**config.mk**
```make
export PLATFORM = sky130hd
export DESIGN_NAME = psl_front
export DESIGN_NICKNAME = d
export VERILOG_FILES = /design/src/rtl/core/psl_pkg.sv /design/src/rtl/core/psl_front.sv
export VERILOG_INCLUDE_DIRS = /design/src /design/src/rtl/core
export SDC_FILE = /design/constraint.sdc
export NUM_CORES = 1
export LEC_CHECK = 0
export ABC_AREA = 1
export BUFFER_PORTS_ARGS = -buffer_cell sky130_fd_sc_hd__buf_2
export CAP_MARGIN = 20
export CELL_PAD_IN_SITES_DETAIL_PLACEMENT = 1
export CELL_PAD_IN_SITES_GLOBAL_PLACEMENT = 2
export CORE_MARGIN = 3
export CORE_UTILIZATION = 25
export DETAILED_ROUTE_END_ITERATION = 6
export PLACE_DENSITY = 0.62
export SYNTH_ARGS = -nofsm -noshare
export SYNTH_HDL_FRONTEND = slang
export SYNTH_SLANG_ARGS = --single-unit
```
**constraint.sdc**
```tcl
create_clock -name clk -period 7.3 [get_ports clk]
set_input_delay 1.46 -clock clk [delete_from_list [all_inputs] [get_ports clk]]
set_output_delay 1.46 -clock clk [all_outputs]
set_load 0.1 [all_outputs]
```
**src/rtl/core/assert_macros.svh**
```systemverilog
// assertion helpers shared by the rtl files
`ifndef ASSERT_MACROS_SVH
`define ASSERT_MACROS_SVH

// property checked at every clock edge outside reset
`define ASSERT_CLK(label, clk, rst_n, prop, msg) \
	label: assert property (@(posedge clk) disable iff (!rst_n) prop) else $error(msg);

// consequent must hold in the cycle after the antecedent
`define ASSERT_NEXT(label, clk, rst_n, ante, cons, msg) \
	label: assert property (@(posedge clk) disable iff (!rst_n) (ante) |=> (cons)) \
		else $error(msg);

`endif

```
**src/rtl/core/psl_pkg.sv**
```systemverilog
package psl_pkg;

	// table geometry
	localparam int NUM_SYMBOLS = 64;
	localparam int PRICE_BITS  = 32;
	localparam int IDX_W       = (NUM_SYMBOLS > 1) ? $clog2(NUM_SYMBOLS) : 1;

	// front to back queue
	localparam int QDEPTH = 2;
	localparam int QPTR_W = (QDEPTH > 1) ? $clog2(QDEPTH) : 1;
	localparam int QCNT_W = $clog2(QDEPTH + 1);

	// request op codes
	localparam logic [2:0] OP_SET_FIXED = 3'd0;
	localparam logic [2:0] OP_SET_TRAIL = 3'd1;
	localparam logic [2:0] OP_SET_PCT   = 3'd2;
	localparam logic [2:0] OP_REMOVE    = 3'd3;
	localparam logic [2:0] OP_UPDATE    = 3'd4;

	typedef logic [PRICE_BITS-1:0]      price_t;
	typedef logic signed [PRICE_BITS:0] level_t;
	typedef logic [IDX_W-1:0]           idx_t;

	typedef enum logic [1:0] {
		KIND_FIXED = 2'd0,
		KIND_TRAIL = 2'd1,
		KIND_PCT   = 2'd2
	} stop_kind_t;

	// request class decided by the front end
	typedef enum logic [2:0] {
		CLS_IGNORE,
		CLS_SET_FIXED,
		CLS_SET_TRAIL,
		CLS_SET_PCT,
		CLS_REMOVE,
		CLS_UPDATE
	} item_class_t;

	// classified request as it waits in the queue
	typedef struct packed {
		item_class_t cls;
		idx_t        idx;
		price_t      price;
		price_t      trail;
		logic [15:0] frac;
		price_t      avg;
		logic        exit_req;
		logic        exit_side;
		logic [31:0] exit_qty;
	} queue_item_t;

	// one stop table entry
	typedef struct packed {
		stop_kind_t  kind;
		level_t      level;
		price_t      peak;
		price_t      trail;
		logic [15:0] frac;
	} entry_t;

	localparam int ENTRY_W = $bits(entry_t);

	typedef enum logic [1:0] {
		B_IDLE,
		B_EVAL,
		B_DONE
	} back_state_t;

endpackage

```
**src/rtl/core/psl_front.sv**
```systemverilog
`include "assert_macros.svh"

module psl_front
	import psl_pkg::*;
(
	input  logic               clk,
	input  logic               arst_n,
	input  logic               in_valid,
	output logic               in_stall,
	input  logic [2:0]         op,
	input  logic [5:0]         symbol,
	input  logic [31:0]        price,
	input  logic [31:0]        trail_gap,
	input  logic [15:0]        loss_fraction,
	input  logic [31:0]        basis_price,
	input  logic signed [31:0] position_qty,
	output logic               q_valid,
	output queue_item_t        q_item,
	input  logic               q_pop
);

	queue_item_t        cls_item;
	queue_item_t        q_mem_q [QDEPTH];
	logic [QPTR_W-1:0]  wr_ptr_q;
	logic [QPTR_W-1:0]  rd_ptr_q;
	logic [QCNT_W-1:0]  count_q;
	logic               push;
	logic               sym_ok;
	logic [31:0]        qbits;

	// classify the request and precompute the exit side and size
	always_comb begin
		sym_ok = (32'(symbol) < 32'(NUM_SYMBOLS));
		qbits  = position_qty;
		cls_item           = '0;
		cls_item.idx       = idx_t'(symbol);
		cls_item.price     = price_t'(price);
		cls_item.trail     = price_t'(trail_gap);
		cls_item.frac      = loss_fraction;
		cls_item.avg       = price_t'(basis_price);
		cls_item.exit_req  = |qbits;
		cls_item.exit_side = qbits[31];
		cls_item.exit_qty  = qbits[31] ? (32'd0 - qbits) : qbits;
		case (op)
			OP_SET_FIXED: cls_item.cls = CLS_SET_FIXED;
			OP_SET_TRAIL: cls_item.cls = CLS_SET_TRAIL;
			OP_SET_PCT:   cls_item.cls = CLS_SET_PCT;
			OP_REMOVE:    cls_item.cls = CLS_REMOVE;
			OP_UPDATE:    cls_item.cls = CLS_UPDATE;
			default:      cls_item.cls = CLS_IGNORE;
		endcase
		if (!sym_ok) begin
			cls_item.cls = CLS_IGNORE;
		end
	end

	// queue handshake
	assign in_stall = (count_q == QCNT_W'(QDEPTH));
	assign push     = in_valid && !in_stall;
	assign q_valid  = (count_q != '0);
	assign q_item   = q_mem_q[rd_ptr_q];

	// queue storage
	always_ff @(posedge clk) begin
		if (push) begin
			q_mem_q[wr_ptr_q] <= cls_item;
		end
	end

	// queue pointers and fill count
	always_ff @(posedge clk or negedge arst_n) begin
		if (!arst_n) begin
			wr_ptr_q <= '0;
			rd_ptr_q <= '0;
			count_q  <= '0;
		end else begin
			if (push) begin
				wr_ptr_q <= (wr_ptr_q == QPTR_W'(QDEPTH - 1)) ? '0 : wr_ptr_q + 1'b1;
			end
			if (q_pop) begin
				rd_ptr_q <= (rd_ptr_q == QPTR_W'(QDEPTH - 1)) ? '0 : rd_ptr_q + 1'b1;
			end
			case ({push, q_pop})
				2'b10:   count_q <= count_q + 1'b1;
				2'b01:   count_q <= count_q - 1'b1;
				default: count_q <= count_q;
			endcase
		end
	end

	`ASSERT_CLK(a_pop_nonempty, clk, arst_n, q_pop |-> (count_q != '0), "pop from empty queue")
	`ASSERT_CLK(a_count_bound, clk, arst_n, count_q <= QCNT_W'(QDEPTH), "queue count overflow")

endmodule

```
* Word-level counts from Yosys, hierarchy flattened
Memories as Yosys holds them, arrays and structs flattened.
Cells that the tools add are included.
** Storage, ports and cells
- Word-level logic and storage cells :: 29
- Input port bits :: 157
- Register bits :: 4
- Memory bits (writable) :: 310
- Memories kept :: 1
** Memory list
- q_mem_q :: words 2, width 155, rd ports 1, clocked after memory_dff 0, write ports 1, line psl_front.sv:23 : queue_item_t q_mem_q [QDEPTH];
** Cells by class
- Mux-type cells :: 7
- $add $sub $neg :: 5
- Eq/ne operators :: 7
- Reduce and logical (&&, ||, !) cells :: 6
** Operators by type and width (number)
- 32-bit two-way mux :: 1
- 32-bit OR reduction :: 1
- 1-bit by 32-bit subtractor with 32-bit output (first input constant) :: 1
- 3-bit case mux with 5 select lines :: 1
- 3-bit by 2-bit == test with 1-bit output (second input constant) :: 2
- 2-bit == test (second input constant) :: 2
- 1-bit two-way mux :: 4
- 2-bit case mux with 2 select lines :: 1
- 2-bit nonzero test :: 2
- 3-bit by 1-bit == test with 1-bit output (second input constant) :: 1
- 3-bit == test (second input constant) :: 1
- 3-bit logical NOT :: 1
- 1-bit adder (second input constant) :: 2
- 2-bit by 1-bit adder with 2-bit output (second input constant) :: 1
- 2-bit by 1-bit == test with 1-bit output (second input constant) :: 1
- 2-bit by 1-bit subtractor with 2-bit output (second input constant) :: 1
- 1-bit logical AND :: 1
- 1-bit logical NOT :: 1

* Logic depth before layout (Yosys ltp)
- Depth after elaboration :: 5
- Gate-level depth with buffers :: 9

* Worst setup path after synthesis
OpenSTA, ideal clock, no wires.
- Path type :: in2reg
- Start point :: input in_valid
- End point :: memory q_mem_q[0][0] (netlist bit), enable pin
- Slack :: -1.396 ns
- Stages on the path :: 2
- Buffers on the path :: 0
- Data required time :: 6.628 ns
- Library setup time :: 0.672 ns
- Arrival time :: 8.024 ns
- Cell sequence :: o21ai_1 nor2_1
** Between the ends
- Cells in the longest elaborated chain, start to end :: 3
** RTL lines
- start, declared :: line psl_front.sv:8 : input logic in_valid,
- 1-bit logical AND :: line psl_front.sv:59 : assign push = in_valid && !in_stall;
- 1-bit two-way mux :: line psl_front.sv:65 : if (push) begin
- 1-bit two-way mux (not written as such) :: line psl_front.sv:66 : q_mem_q[wr_ptr_q] <= cls_item;
- end, declared :: line psl_front.sv:23
No other way between the ends.

==> flow_summary_export.csv <==
group,metric,value,unit
grt,grt_max_degree,156,
placed_design,dp_slack,3730,ps
floorplanning,fp.dieH,229.1,microns
grt,grt_pass1_vias,7829,
critical_path,crit_chain,"buf_4, mux2_2, buf_2",
sta,max_slew_margin,32.70,%
logic_synthesis,synth_cells,732,
critical_path,path_depth,3,
logic_synthesis,synth_flop_cell,"edfxtp_1",
sta,period_minus_slack,4069,ps
logic_synthesis,async_flop_share,1.274,%
sta,rsz0062_at_grt,"false",
routing,drcViolationCount,0,
cts,clk_root_buffer_cell,"clkbuf_16",
critical_path,crit-reg2reg-launch,"count_q[0]$_DFFE_PN0P_",
routing,via_count,7226,
floorplanning,rows,81,
floorplanning,core-area,49050,sq um
critical_path,crit_path_start,"rd_ptr_q$_DFFE_PN0P_",
critical_path,rr_endpoint,"q_mem_q[0][73]$_DFFE_PP_",
routing,ant_nets,0,
routing,drt_pass1_iterations,4,
critical_path,crit_buf_inv,2,
floorplanning,top_level_ports,314,
critical_path,max_stage_delay,670,ps
grt,grt_usage,12.09,%
sta,skew,10.67,ps
sta,fmaxAchievable,245.8,MHz
grt,grt_pass1_wl,48120,microns
logic_synthesis,synth_edf_count,310,
cts,h-tree-depth,2,
sta,finalSetupViolCount,0,
cts,cts_resized,0,
logic_synthesis,syn_nets,891,
routing,wl_per_cell,18.41,microns
logic_synthesis,ys_warn_count,0,
logic_synthesis,ys_seq_elements,314,
cts,cts.path.max_buffers,3,
grt,antenna_found_initial,3,
logic_synthesis,synth_seq_area_share,75.59,%
grt,overflow,0,
sta,finalWorstSetupSlack,3231,ps
sta,finalCritPeriodShare,55.74,%
critical_path,arrival,2610,ps
cts,cts_tree,"done",
run_status,outcome,"finished, final reports clean",
routing,first_iter_violations,289,
floorplanning,die_width,229.1,microns
critical_path,required,5840,ps
floorplanning,start_util,25.38,%
cells_and_area,drive_gt1_share,49.54,%
sta,hold_viol_final,0,
critical_path,reg2regPathDepth,3,
cts,clk_latency,540,ps
cells_and_area,nNetsFinal,1228,
logic_synthesis,syn_area,12450,sq um
placed_design,portBuffers,313,
sta,slew_viol_final,0,
logic_synthesis,synth.avg_cell_area,17.01,sq um
critical_path,cp-end-kind,"output pin",
logic_synthesis,yosysUniqueCellTypes,25,
critical_path,crit_family,"buffers and inverters",
placed_design,dp_hpwl,22820,microns
routing,vias_per_cell,4.108,
cts,cts_sinks,314,
cts,hold_buffers,0,
job,drv_cap,0,
cts,cts_setup_buffers,0,
critical_path,cp_max_fo,53,
critical_path,r2r_setup_slack,4910,ps
cells_and_area,syn_to_final_growth,27.85,%
min_path,hp-class,"reg2reg",
critical_path,worstSetupStartpointType,"register",
cts,cts_made_buffers,37,
floorplanning,dieArea,52510,sq um
critical_path,cp-endpoint,"q_item[19]",
routing,finalWirelength,32380,microns
critical_path,crit_type,"reg2out",
critical_path,cp_slowest_cell,"dfrtp_4",
sta,worstMarginPinSlew,1009,ps
placed_design,place_congestion,0.7673,
cts,clk_pin_slew_worst_paths,50,ps
[stage by stage]
stage / setup TNS [ps] / utilization, % / hold slack [ps] / instances / area [sq um]
after floorplan: -432780 / - / 512.5 / 732 / 12450
after global placement: 0 / 30.17 / 539.3 / 1694 / 14800
after detailed placement: 0 / 30.17 / 569.9 / 1694 / 14800
after CTS: 0 / 32.44 / 582.2 / 1758 / 15910
after global routing: 0 / 32.44 / 611.6 / 1758 / 15910
final: 0 / 32.45 / 574.2 / 1759 / 15920
[cell usage after synthesis (all sizes together), types with 5 or more instances]
cell,instances,share of area (%)
mux2,155,14
a21oi,5,0.20
xor2,9,0.63
xnor2,9,0.63
nand3,12,0.48
buf,21,1.2
edfxtp,310,75
nand3b,5,0.30
nand2,92,2.8
o21ai,14,0.56
nor2,64,2.4
inv,25,0.75
[cells in the final DEF (no fill, tap or decap), types with 2 or more instances in the layout]
cell and count:
ha_1 2, nand2_2 3, nand2_1 89, nor2_1 47
buf_4 3, a21oi_1 5, o21ai_0 7, inv_1 24
nor2_2 12, buf_2 313, clkinv_1 8, dfrtp_1 3
o21ai_1 7, nor3_1 2, clkbuf_1 11, inv_6 2
buf_12 3, xnor2_1 9, nor2_4 5, mux2_2 155
nand3b_1 5, nand3_1 12, clkinv_2 3, edfxtp_1 310
clkbuf_16 38, xor2_1 9
[worst min-delay path by stage]
stage	from	end	slack, ps	cells past startpoint
6_report	count_q[0]$_DFFE_PN0P_	count_q[0]$_DFFE_PN0P_	570	1
5_1_grt	count_q[0]$_DFFE_PN0P_	count_q[0]$_DFFE_PN0P_	610	1
4_1_cts	count_q[0]$_DFFE_PN0P_	count_q[0]$_DFFE_PN0P_	580	1
3_5_place_dp	count_q[0]$_DFFE_PN0P_	count_q[0]$_DFFE_PN0P_	570	1
3_3_place_gp	count_q[0]$_DFFE_PN0P_	count_q[0]$_DFFE_PN0P_	540	1
2_1_floorplan	count_q[0]$_DFFE_PN0P_	count_q[0]$_DFFE_PN0P_	510	1
[sequential cells by signal (all words and copies together), names as in the netlist]
| name | flops |
|---|---|
| q_mem_q | 310 |
| count_q | 2 |
| rd_ptr_q | 1 |
| wr_ptr_q | 1 |
[layout make-up]
cell class              count  area, sq um
clock inverters            15        122.6
repair buffers            319         1649
diodes                      1        2.502
clock buffers              49        992.2
inverters                  25        93.84
flip-flops and latches    314         9413
well taps                 664        830.8
fillers                  5287        33140
multi-input cells         372         2811
[cells by family after synthesis]
kind of cell / after synthesis / share of synthesized area, %
AND/OR/NAND/NOR: 177 / 6.151
adder cells (fa/ha/maj): 2 / 0.2010
multiplexers: 155 / 14.02
buffers and inverters: 46 / 1.950
flip-flops: 314 / 75.59
AO/OA/AOI/OAI: 20 / 0.8241
XOR/XNOR: 18 / 1.267
[per-layer routing]
layer | wire [microns] | vias to the layer above | track usage [%]
li1 | - | 3390 | -
met1 | 13110 | 3561 | 14.28
met2 | 16300 | 210 | 21.03
met3 | 2078 | 59 | 3.458
met4 | 851 | 6 | 4.255
met5 | 41 | - | 0
[worst reg2reg max path, stage by stage (launching register included)]
cell     delay, ps
dfrtp_1        430
o21ai_1        260
nor2_4         610
buf_4          670
Power is left out: the tool's default activity adds up to more than one toggle a clock period on the data nets, which glitch-free logic cannot reach.
